File: src/rtl/dsp_pkg.sv
// ----------------------------------------------------------------------------
// dsp_pkg
// Shared types and constants for the data element stream parser.
// ----------------------------------------------------------------------------
package dsp_pkg;

	localparam int MAX_ELEMENTS_DEF = 16;

	localparam int BYTE_W   = 8;
	localparam int KIND_W   = 2;
	localparam int TYPE_W   = 5;
	localparam int BITS_W   = 32;
	localparam int BYTES_W  = 30;
	localparam int NUMBER_W = 4;

	localparam logic [KIND_W-1:0] KIND_DESC   = 2'd0;
	localparam logic [KIND_W-1:0] KIND_SAMPLE = 2'd1;
	localparam logic [KIND_W-1:0] KIND_END    = 2'd2;

	localparam logic [TYPE_W-1:0] FUZZY_TYPE = 5'd5;

	typedef struct packed {
		logic [KIND_W-1:0]   kind;
		logic [TYPE_W-1:0]   etype;
		logic [BITS_W-1:0]   ebits;
		logic [BYTES_W-1:0]  ebytes;
		logic [NUMBER_W-1:0] number;
		logic [BYTE_W-1:0]   sample;
	} result_t;

endpackage

File: src/rtl/dsp_parser.sv
// ----------------------------------------------------------------------------
// dsp_parser
// Parse state and single-pass decode of one stream byte into at most one result.
// ----------------------------------------------------------------------------
module dsp_parser #(
	parameter int MAX_ELEMENTS = dsp_pkg::MAX_ELEMENTS_DEF
) (
	input  logic                        clk,
	input  logic                        arst_n,
	input  logic                        advance,
	input  logic [dsp_pkg::BYTE_W-1:0]  byte_s1,
	input  logic                        start_s1,
	input  logic                        sizes_in_bits,
	output logic                        push,
	output dsp_pkg::result_t            result
);
	import dsp_pkg::*;

	localparam int SEEN_W = $clog2(MAX_ELEMENTS + 1);

	localparam logic [1:0] PH_HEADER  = 2'd0;
	localparam logic [1:0] PH_SIZE    = 2'd1;
	localparam logic [1:0] PH_SAMPLES = 2'd2;
	localparam logic [1:0] PH_DONE    = 2'd3;

	logic [1:0]          phase_q, cur_phase, nxt_phase;
	logic [2:0]          size_left_q, cur_size_left, nxt_size_left;
	logic [BITS_W-1:0]   acc_q, cur_acc, nxt_acc;
	logic [TYPE_W-1:0]   type_q, cur_type, nxt_type;
	logic [BYTES_W-1:0]  samples_q, cur_samples, nxt_samples;
	logic [SEEN_W-1:0]   seen_q, cur_seen, nxt_seen;
	logic                rep_q, cur_rep, nxt_rep;
	logic [NUMBER_W-1:0] number_q, cur_number, nxt_number;
	logic                fin;
	logic [BITS_W-1:0]   bits;
	logic [BYTES_W-1:0]  bytes;

	always_comb begin
		// a start flag discards whatever element was in progress
		if (start_s1) begin
			cur_phase     = PH_HEADER;
			cur_size_left = '0;
			cur_acc       = '0;
			cur_type      = '0;
			cur_samples   = '0;
			cur_seen      = '0;
			cur_rep       = 1'b0;
			cur_number    = '0;
		end else begin
			cur_phase     = phase_q;
			cur_size_left = size_left_q;
			cur_acc       = acc_q;
			cur_type      = type_q;
			cur_samples   = samples_q;
			cur_seen      = seen_q;
			cur_rep       = rep_q;
			cur_number    = number_q;
		end

		nxt_phase     = cur_phase;
		nxt_size_left = cur_size_left;
		nxt_acc       = cur_acc;
		nxt_type      = cur_type;
		nxt_samples   = cur_samples;
		nxt_seen      = cur_seen;
		nxt_rep       = cur_rep;
		nxt_number    = cur_number;
		fin           = 1'b0;
		push          = 1'b0;
		result        = '0;

		case (cur_phase)
			PH_HEADER: begin
				if (byte_s1 == '0) begin
					nxt_phase   = PH_DONE;
					push        = 1'b1;
					result.kind = KIND_END;
				end else begin
					nxt_type      = byte_s1[TYPE_W-1:0];
					nxt_size_left = byte_s1[7:5];
					nxt_acc       = '0;
					if (byte_s1[7:5] == 3'd0) begin
						fin = 1'b1;
					end else begin
						nxt_phase = PH_SIZE;
					end
				end
			end
			PH_SIZE: begin
				nxt_acc       = {cur_acc[BITS_W-BYTE_W-1:0], byte_s1};
				nxt_size_left = cur_size_left - 3'd1;
				if (nxt_size_left == 3'd0) begin
					fin = 1'b1;
				end
			end
			PH_SAMPLES: begin
				nxt_samples = cur_samples - BYTES_W'(1);
				if (nxt_samples == '0) begin
					nxt_phase = PH_HEADER;
				end
				if (cur_rep) begin
					push          = 1'b1;
					result.kind   = KIND_SAMPLE;
					result.etype  = cur_type;
					result.number = cur_number;
					result.sample = byte_s1;
				end
			end
			default: begin
			end
		endcase

		// size to bits, then rounded up to whole bytes
		bits  = sizes_in_bits ? nxt_acc : {nxt_acc[BITS_W-4:0], 3'b000};
		bytes = {1'b0, bits[BITS_W-1:3]} + BYTES_W'(bits[2:0] != 3'b000);

		if (fin) begin
			nxt_rep = (cur_seen < SEEN_W'(MAX_ELEMENTS));
			if (nxt_rep) begin
				nxt_number    = NUMBER_W'(cur_seen);
				nxt_seen      = cur_seen + SEEN_W'(1);
				push          = 1'b1;
				result.kind   = KIND_DESC;
				result.etype  = nxt_type;
				result.ebits  = bits;
				result.ebytes = bytes;
				result.number = NUMBER_W'(cur_seen);
			end
			if (nxt_type != FUZZY_TYPE && bytes != '0) begin
				nxt_samples = bytes;
				nxt_phase   = PH_SAMPLES;
			end else begin
				nxt_samples = '0;
				nxt_phase   = PH_HEADER;
			end
		end
	end

	always_ff @(posedge clk or negedge arst_n) begin
		if (!arst_n) begin
			phase_q     <= PH_HEADER;
			size_left_q <= '0;
			acc_q       <= '0;
			type_q      <= '0;
			samples_q   <= '0;
			seen_q      <= '0;
			rep_q       <= 1'b0;
			number_q    <= '0;
		end else if (advance) begin
			phase_q     <= nxt_phase;
			size_left_q <= nxt_size_left;
			acc_q       <= nxt_acc;
			type_q      <= nxt_type;
			samples_q   <= nxt_samples;
			seen_q      <= nxt_seen;
			rep_q       <= nxt_rep;
			number_q    <= nxt_number;
		end
	end

`ifndef NO_ASSERTIONS
	a_seen_cap: assert property (@(posedge clk) disable iff (!arst_n)
		seen_q <= SEEN_W'(MAX_ELEMENTS))
		else $error("element count passed the cap");

	a_samples_phase: assert property (@(posedge clk) disable iff (!arst_n)
		(phase_q == PH_SAMPLES) |-> (samples_q != '0))
		else $error("sample phase with no bytes left");

	a_done_silent: assert property (@(posedge clk) disable iff (!arst_n)
		(phase_q == PH_DONE && !start_s1) |-> !push)
		else $error("result produced after end of list");
`endif

endmodule

File: src/rtl/dsp_out_buf.sv
// ----------------------------------------------------------------------------
// dsp_out_buf
// Two-entry result buffer between the parser and the output channel.
// ----------------------------------------------------------------------------
module dsp_out_buf (
	input  logic             clk,
	input  logic             arst_n,
	input  logic             push,
	input  dsp_pkg::result_t din,
	output logic             room,
	output logic             out_valid,
	input  logic             out_ready,
	output dsp_pkg::result_t dout
);
	import dsp_pkg::*;

	result_t    mem_q [2];
	logic       wr_ptr_q;
	logic       rd_ptr_q;
	logic [1:0] count_q;
	logic       pop;

	assign out_valid = (count_q != 2'd0);
	assign room      = (count_q != 2'd2);
	assign pop       = out_valid && out_ready;
	assign dout      = mem_q[rd_ptr_q];

	always_ff @(posedge clk) begin
		if (push) begin
			mem_q[wr_ptr_q] <= din;
		end
	end

	always_ff @(posedge clk or negedge arst_n) begin
		if (!arst_n) begin
			wr_ptr_q <= 1'b0;
			rd_ptr_q <= 1'b0;
			count_q  <= 2'd0;
		end else begin
			if (push) begin
				wr_ptr_q <= !wr_ptr_q;
			end
			if (pop) begin
				rd_ptr_q <= !rd_ptr_q;
			end
			case ({push, pop})
				2'b10:   count_q <= count_q + 2'd1;
				2'b01:   count_q <= count_q - 2'd1;
				default: count_q <= count_q;
			endcase
		end
	end

`ifndef NO_ASSERTIONS
	a_count_range: assert property (@(posedge clk) disable iff (!arst_n)
		count_q != 2'd3)
		else $error("result buffer count out of range");

	a_no_overflow: assert property (@(posedge clk) disable iff (!arst_n)
		!room |-> !push)
		else $error("result written into a full buffer");

	a_push_shows: assert property (@(posedge clk) disable iff (!arst_n)
		push |=> out_valid)
		else $error("pushed result not presented");
`endif

endmodule

File: src/rtl/data_element_stream_parser.sv
// ----------------------------------------------------------------------------
// data_element_stream_parser
// Top level: input register, parser and result buffer.
// ----------------------------------------------------------------------------
// Takes one element-stream byte per transaction and can accept a new byte in
// every cycle while the output keeps up. A byte is captured in an input
// register and decoded by the parser once the output buffer has room. Any
// result is then written into the two-entry output buffer, from which it is
// presented on the output channel. Input ready is high while the input
// register is empty or the output buffer has room. A stalled output
// therefore holds back input once two results wait in the buffer.
// sizes_in_bits is written through the cfg channel and should be changed
// only while the block is idle.
module data_element_stream_parser #(
	parameter int MAX_ELEMENTS = dsp_pkg::MAX_ELEMENTS_DEF
) (
	input  logic                           clk,
	input  logic                           arst_n,
	input  logic                           cfg_valid,
	output logic                           cfg_ready,
	input  logic                           cfg_data,
	input  logic                           in_valid,
	output logic                           in_ready,
	input  logic [dsp_pkg::BYTE_W-1:0]     stream_byte,
	input  logic                           stream_start,
	output logic                           out_valid,
	input  logic                           out_ready,
	output logic [dsp_pkg::KIND_W-1:0]     result_kind,
	output logic [dsp_pkg::TYPE_W-1:0]     element_type,
	output logic [dsp_pkg::BITS_W-1:0]     element_bits,
	output logic [dsp_pkg::BYTES_W-1:0]    element_bytes,
	output logic [dsp_pkg::NUMBER_W-1:0]   element_number,
	output logic [dsp_pkg::BYTE_W-1:0]     sample_value
);
	import dsp_pkg::*;

	logic              sizes_in_bits_q;
	logic              valid_s1;
	logic [BYTE_W-1:0] byte_s1;
	logic              start_s1;
	logic              advance;
	logic              room;
	logic              push;
	result_t           result;
	result_t           dout;

	assign cfg_ready = 1'b1;

	always_ff @(posedge clk or negedge arst_n) begin
		if (!arst_n) begin
			sizes_in_bits_q <= 1'b0;
		end else if (cfg_valid) begin
			sizes_in_bits_q <= cfg_data;
		end
	end

	assign advance  = valid_s1 && room;
	assign in_ready = !valid_s1 || advance;

	always_ff @(posedge clk or negedge arst_n) begin
		if (!arst_n) begin
			valid_s1 <= 1'b0;
		end else if (in_ready) begin
			valid_s1 <= in_valid;
		end
	end

	always_ff @(posedge clk) begin
		if (in_valid && in_ready) begin
			byte_s1  <= stream_byte;
			start_s1 <= stream_start;
		end
	end

	dsp_parser #(
		.MAX_ELEMENTS(MAX_ELEMENTS)
	) u_parser (
		.clk          (clk),
		.arst_n       (arst_n),
		.advance      (advance),
		.byte_s1      (byte_s1),
		.start_s1     (start_s1),
		.sizes_in_bits(sizes_in_bits_q),
		.push         (push),
		.result       (result)
	);

	dsp_out_buf u_out_buf (
		.clk      (clk),
		.arst_n   (arst_n),
		.push     (push && advance),
		.din      (result),
		.room     (room),
		.out_valid(out_valid),
		.out_ready(out_ready),
		.dout     (dout)
	);

	assign result_kind    = dout.kind;
	assign element_type   = dout.etype;
	assign element_bits   = dout.ebits;
	assign element_bytes  = dout.ebytes;
	assign element_number = dout.number;
	assign sample_value   = dout.sample;

endmodule

File: config.mk
export PLATFORM = sky130hd
export DESIGN_NAME = data_element_stream_parser
export DESIGN_NICKNAME = d
export VERILOG_FILES = /design/src/rtl/dsp_pkg.sv /design/src/rtl/dsp_parser.sv /design/src/rtl/dsp_out_buf.sv /design/src/rtl/data_element_stream_parser.sv
export SDC_FILE = /design/constraint.sdc
export NUM_CORES = 1
export LEC_CHECK = 0
export ABC_AREA = 1
export ABC_CLOCK_PERIOD_IN_PS = 9000
export BUFFER_PORTS_ARGS = -buffer_cell sky130_fd_sc_hd__buf_2
export CORE_UTILIZATION = 63
export CTS_BUF_LIST = sky130_fd_sc_hd__clkbuf_8
export DETAILED_ROUTE_END_ITERATION = 10
export PLACE_DENSITY_LB_ADDON = 0.2
export SYNTH_ARGS = -nofsm -noshare
export SYNTH_HDL_FRONTEND = slang
export SYNTH_SLANG_ARGS = --single-unit
File: constraint.sdc
create_clock -name clk -period 9 [get_ports clk]
set_input_delay 1.8 -clock clk [delete_from_list [all_inputs] [get_ports clk]]
set_output_delay 1.8 -clock clk [all_outputs]
set_load 0.02 [all_outputs]
Word level (Yosys, flattened, before mapping)

Memory sizes are Yosys's and may differ from the RTL's.
Cells that the tools add are included.

Register bits: 97
RAM bits: 162
Input port bits: 15
Output and inout bits: 84
Logic and storage cells: 96
Memories: 1

$add $sub $neg: 6
Magnitude comparators: 1
Eq/ne operators: 6
Muxes and demuxes: 49
Reductions and logical operators: 18

Memories:

| memory          | words | width | rd ports | clocked after Yosys merged registers in | write ports | RTL line          | source |
|---|---|---|---|---|---|---|---|
| u_out_buf.mem_q | 2     | 81    | 1        | 0                                       | 1           | dsp_out_buf.sv:17 | `result_t mem_q [2];` |

Operators with widths:

| operator                                                              | number |
|---|---|
| 73-bit two-way mux                                                    | 2 |
| 30-bit two-way mux                                                    | 4 |
| 32-bit two-way mux                                                    | 3 |
| 32-bit one-hot mux with 2 select lines                                | 1 |
| 5-bit two-way mux                                                     | 7 |
| 29-bit by 1-bit adder with 30-bit output                              | 1 |
| 30-bit zero test                                                      | 1 |
| 30-bit nonzero test                                                   | 1 |
| 30-bit by 1-bit subtractor with 30-bit output, second input constant  | 1 |
| 12-bit two-way mux                                                    | 2 |
| 2-bit two-way mux                                                     | 7 |
| 4-bit two-way mux                                                     | 3 |
| 2-bit one-hot mux with 2 select lines                                 | 3 |
| 1-bit two-way mux                                                     | 11 |
| 8-bit zero test                                                       | 1 |
| 3-bit zero test                                                       | 2 |
| 3-bit two-way mux                                                     | 2 |
| 6-bit two-way mux                                                     | 1 |
| 3-bit one-hot mux with 2 select lines                                 | 1 |
| 5-bit by 1-bit adder with 5-bit output, second input constant         | 1 |
| 1-bit logical AND                                                     | 5 |
| 5-bit less-than comparator, second input constant                     | 1 |
| 5-bit by 3-bit != test with 1-bit output, second input constant       | 1 |
| 2-bit by 1-bit equality test with 1-bit output, second input constant | 2 |
| other kinds (11)                                                      | 16 |

Depth between registers and ports, before layout

Word-level depth: 10
Gate-level depth with buffers: 28
Depth with buffers taken out: 25

Cells and area by module

Synthesis repeated with hierarchy kept, for this count alone.

Cells, all modules: 1,821
Area total of the unflattened synthesis: 14,448.9 µm²

By module, submodules not included:

| module                     | instances | cells an instance | area an instance (µm²) | sequential area each (µm²) |
|---|---|---|---|---|
| dsp_parser                 | 1         | 1,345             | 7,928.9                | 2,052.0 |
| dsp_out_buf                | 1         | 451               | 6,138.4                | 4,964.8 |
| data_element_stream_parser | 1         | 25                | 381.6                  | 320.3 |

Worst setup path before layout

OpenSTA, ideal clock, no wires.

Path kind: register -> register
From: register start_s1
To: memory u_out_buf.mem_q[0][0] (netlist bit), enable pin
Arrival time: 6.287 ns
Required time: 8.479 ns
Slack: 2.191 ns
Cell stages (with the launch flop): 16
Path buffers: 5
Clock period less this slack: 6.809 ns
Cells stage by stage: edfxtp_1 -> buf_6 -> buf_4 -> inv_1 -> clkbuf_1 -> clkbuf_1 -> clkbuf_1 -> nand2_1 -> ha_1 -> xnor2_1 -> nand3_1 -> nand2_1 -> inv_1 -> nor2_1 -> o31ai_1 -> nor2_1

Longest elaborated chain between the ends: 9

Ends and longest elaborated chain:

| item                                        | RTL line                         | source |
|---|---|---|
| start, declared                             | data_element_stream_parser.sv:40 | `logic start_s1;` |
| start signal, assigned                      | data_element_stream_parser.sv:71 | `start_s1 <= stream_start;` |
| 3-bit two-way mux                           | dsp_parser.sv:40                 | `if (start_s1) begin` |
| 3-bit by 1-bit subtractor with 3-bit output | dsp_parser.sv:91                 | `nxt_size_left = cur_size_left - 3'd1;` |
| 3-bit zero test                             | dsp_parser.sv:92                 | `if (nxt_size_left == 3'd0) begin` |
| 1-bit two-way mux                           | dsp_parser.sv:92                 |  |
| 1-bit one-hot mux with 2 select lines       | dsp_parser.sv:72                 | `case (cur_phase)` |
| 1-bit two-way mux *                         | dsp_parser.sv:117                | `if (fin) begin` |
| 1-bit logical AND *                         | data_element_stream_parser.sv:91 | `.push (push && advance),` |
| 1-bit two-way mux *                         | dsp_out_buf.sv:29                | `if (push) begin` |
| 1-bit two-way mux (implied by the code) *   | dsp_out_buf.sv:30                | `mem_q[wr_ptr_q] <= din;` |
| end, declared                               | dsp_out_buf.sv:17                |  |

Mark *: on every way between the ends. The rest lies on a longest branch, timed or not.

Final worst setup path

From: register start_s1
To: memory u_out_buf.mem_q[0][28] (netlist bit), enable pin

Same word-level chain as after synthesis.

==> results.yml <==
timing:
  skew_ns: 0.0292
  slew_viol_final: 0
  hold_viol: 0
  rsz0062_at_grt: "false"
  worstMarginPinSlew_ns: 1.14
  post-route-min-period_ns: 6.19
  final-setup-viol-count: 0
  period_share: 0.687
  fin_tns_setup_ns: 0
  slew_headroom: 0.242
  fmax_ghz: 0.162
worst_setup_path:
  crit_arrival_ns: 6.35
  cp_max_fo: 57
  start_kind: "register"
  worstPathRequired_ns: 9.17
  cp-end-kind: "register"
  worstSetupPathType: "register to register"
  r2r.worst_path.cells: 12
floorplanning:
  fp.coreArea_sq_um: 22000
  fp.dieH_um: 152
  die_area_sq_um: 23100
  fp-row-count: 54
  die_w_um: 152
  ios: 99
  start_util: 0.647
worst_hold_path:
  min_path_type: "register to register"
  hold_depth: 2
clocking:
  hold_buffers: 0
  postCtsSetupBuffers: 0
  clockRootBuffer: "clkbuf_8"
  clk_latency_ns: 0.56
  cts_num_sinks: 259
  cts_tree: "yes"
  clkTransAtPathRegs_ns: 0.06
  cts_inserted_buffers: 42
  cts_max_level: 2
  clock_path_buffers: 3
  post_cts_resize_count: 0
cells_and_area:
  multi_input_area_sq_um: 5900
  antenna_cells: 0
  regArea_sq_um: 7340
  areaGrowthSynthToFinish_pct: 9.40
  drive_gt1_frac: 0.105
  finalNetCount: 1919
  fillers: 1788
route:
  drtPass1Iterations: 9
  vias: 12289
  route.met3.wl_um: 3200
  wl_met1_um: 16300
  routed_via_density: 5.56
  dr_wl_met2_um: 17100
  drt-initial-drc-count: 1220
  ant_nets: 0
  post-route-drc-count: 11
  highest_layer: "met4"
  routedWlPerCell_um: 16.9
  wirelength_um: 37300
power:
  finalPower_mw: 4.53
  p_per_area_nw_per_um2: 291
  p_leak_nw: 6.84
  vdd_drop_max_mv: 0.335
synthesis:
  yosysSeqAreaShare: 0.517
  synth_area_sq_um: 14200
  yosysTopAreaCell: "edfxtp_1"
  synth_seq_cells: 259
  syn-instance-count: 1826
  synth_area_leaders: "edfxtp_1 36%, nand2_1 17%, dfrtp_1 16%"
  synth_top_area_share: 0.362
  syn-num-nets: 1849
  synth_cell_type_count: 41
  syn_area_per_cell_sq_um: 7.78
  yosysWarnings: 0
grt:
  antenna_found_initial: 0
  grt_pass1_wl_um: 60300
  grt_pass1_vias: 11630
  overflow: 0
  grt_util_all_layers: 0.327
  grt_max_degree: 120
run:
  maxCapViolCount: 0
run_status:
  run_status: "finished, violations left"
  violations: "DRC"
placed_design:
  io_buffers: 97
  gp_congestion: 0.984
  dp_hpwl_um: 26200
## flip-flops by register name, indices dropped and copies added, names as in the netlist, 2 cells and up
| signal | cells |
|---|---|
| u_out_buf.mem_q | 162 |
| u_parser.acc_q | 32 |
| u_parser.samples_q | 30 |
| byte_s1 | 8 |
| u_parser.seen_q | 5 |
| u_parser.type_q | 5 |
| u_parser.number_q | 4 |
| u_parser.size_left_q | 3 |
| u_out_buf.count_q | 2 |
| u_parser.phase_q | 2 |
## critical path, stage by stage, from the launching register on
cell and delay [ns]:
edfxtp_1 0.35, buf_4 0.33, inv_1 0.79, nand2_1 0.23, ha_1 0.28, xnor2_1 0.20
nand3_1 0.12, nand2_1 0.68, inv_1 0.56, nor2_1 0.52, o31ai_1 0.30, nor2_4 0.64
buf_4 0.72
## stage by stage
step | setup WS, ns | area [sq um] | hold slack [ns] | cells | utilization
final | 2.81 | 15500 | 0.503 | 2210 | 0.708
after CTS | 2.90 | 15500 | 0.498 | 2210 | 0.708
after global routing | 2.30 | 15500 | 0.517 | 2210 | 0.708
after global placement | 3.01 | 14800 | 0.462 | 2132 | 0.673
after floorplan | 2.19 | 14200 | 0.450 | 1826 | -
after detailed placement | 2.92 | 14800 | 0.484 | 2132 | 0.673
## kinds of logic (layout without fill, tap and decap cells)
family | count (synthesis) | in the layout | synth area share
AOI/OAI and AO/OA | 193 | 193 | 0.0713
buffers and inverters | 245 | 349 | 0.0700
and+or+nand+nor | 1081 | 1081 | 0.311
other | 1 | 1 | 0.000264
adders and majority gates | 8 | 8 | 0.00705
xor gates and xnor gates | 39 | 39 | 0.0241
DFF | 259 | 259 | 0.517
## cells in the mapped netlist (all sizes together)
library cell,n
xor2,31
and2,1
nand3b,2
o2111ai,1
a31oi,8
o22ai,12
o21ai,76
clkbuf,45
nand2,659
and3,1
buf,39
o31ai,1
a22oi,1
xnor2,8
nor2,265
or2,1
a311oi,1
edfxtp,171
ha,8
nor3,14
a211oi,2
nor4,2
o221ai,1
conb,1
nand4,16
inv,161
nand3,120
dfrtp,88
a21oi,90
## cells in the final DEF (no fill, tap or decap), drive strengths merged, types with 45 or more instances in the layout
master  netlist  routed
clkbuf       45      45
nand2       659     659
a21oi        90      90
buf          39     110
o21ai        76      76
nand3       120     120
inv         161     176
edfxtp      171     171
nor2        265     265
dfrtp        88      88
## metal layers
| metal | track usage | vias up |
|---|---|---|
| met2 | 0.519 | 460 |
| met5 | 0 | - |
| met4 | 0.0816 | 0 |
| li1 | - | 6015 |
| met3 | 0.0643 | 67 |
| met1 | 0.466 | 5747 |
## final timing paths
kind | startpoint | endpoint | slack (ns)
worst max-delay path | start_s1$_DFFE_PP_ | u_out_buf.mem_q[0][28]$_DFFE_PP_ | 2.81
worst min-delay path | u_parser.samples_q[28]$_DFFE_PN0P_ | u_parser.samples_q[28]$_DFFE_PN0P_ | 0.50
worst max register to register | start_s1$_DFFE_PP_ | u_out_buf.mem_q[0][28]$_DFFE_PP_ | 2.81
worst min register to register | u_parser.samples_q[28]$_DFFE_PN0P_ | u_parser.samples_q[28]$_DFFE_PN0P_ | 0.50
max in group asynchronous | arst_n | u_out_buf.rd_ptr_q$_DFFE_PN0P_ | 6.62
min in group asynchronous | arst_n | u_parser.samples_q[22]$_DFFE_PN0P_ | 1.12
## area by class of cell
class / count / share of cell area
clock inverters: 33 / 0.00894
clock buffers: 45 / 0.0399
well taps: 280 / 0.0225
repair buffers: 110 / 0.0377
flip-flops and latches: 259 / 0.472
multi-input cells: 1322 / 0.380
inverters: 161 / 0.0389
## power by group
group          total [mW]  internal [mW]  switching (mW)
Sequential           1.63           1.52           0.104
Clock               0.925          0.464           0.461
Combinational        1.98          0.560            1.42
No activity file was read; power rests on OpenSTA's default activity.
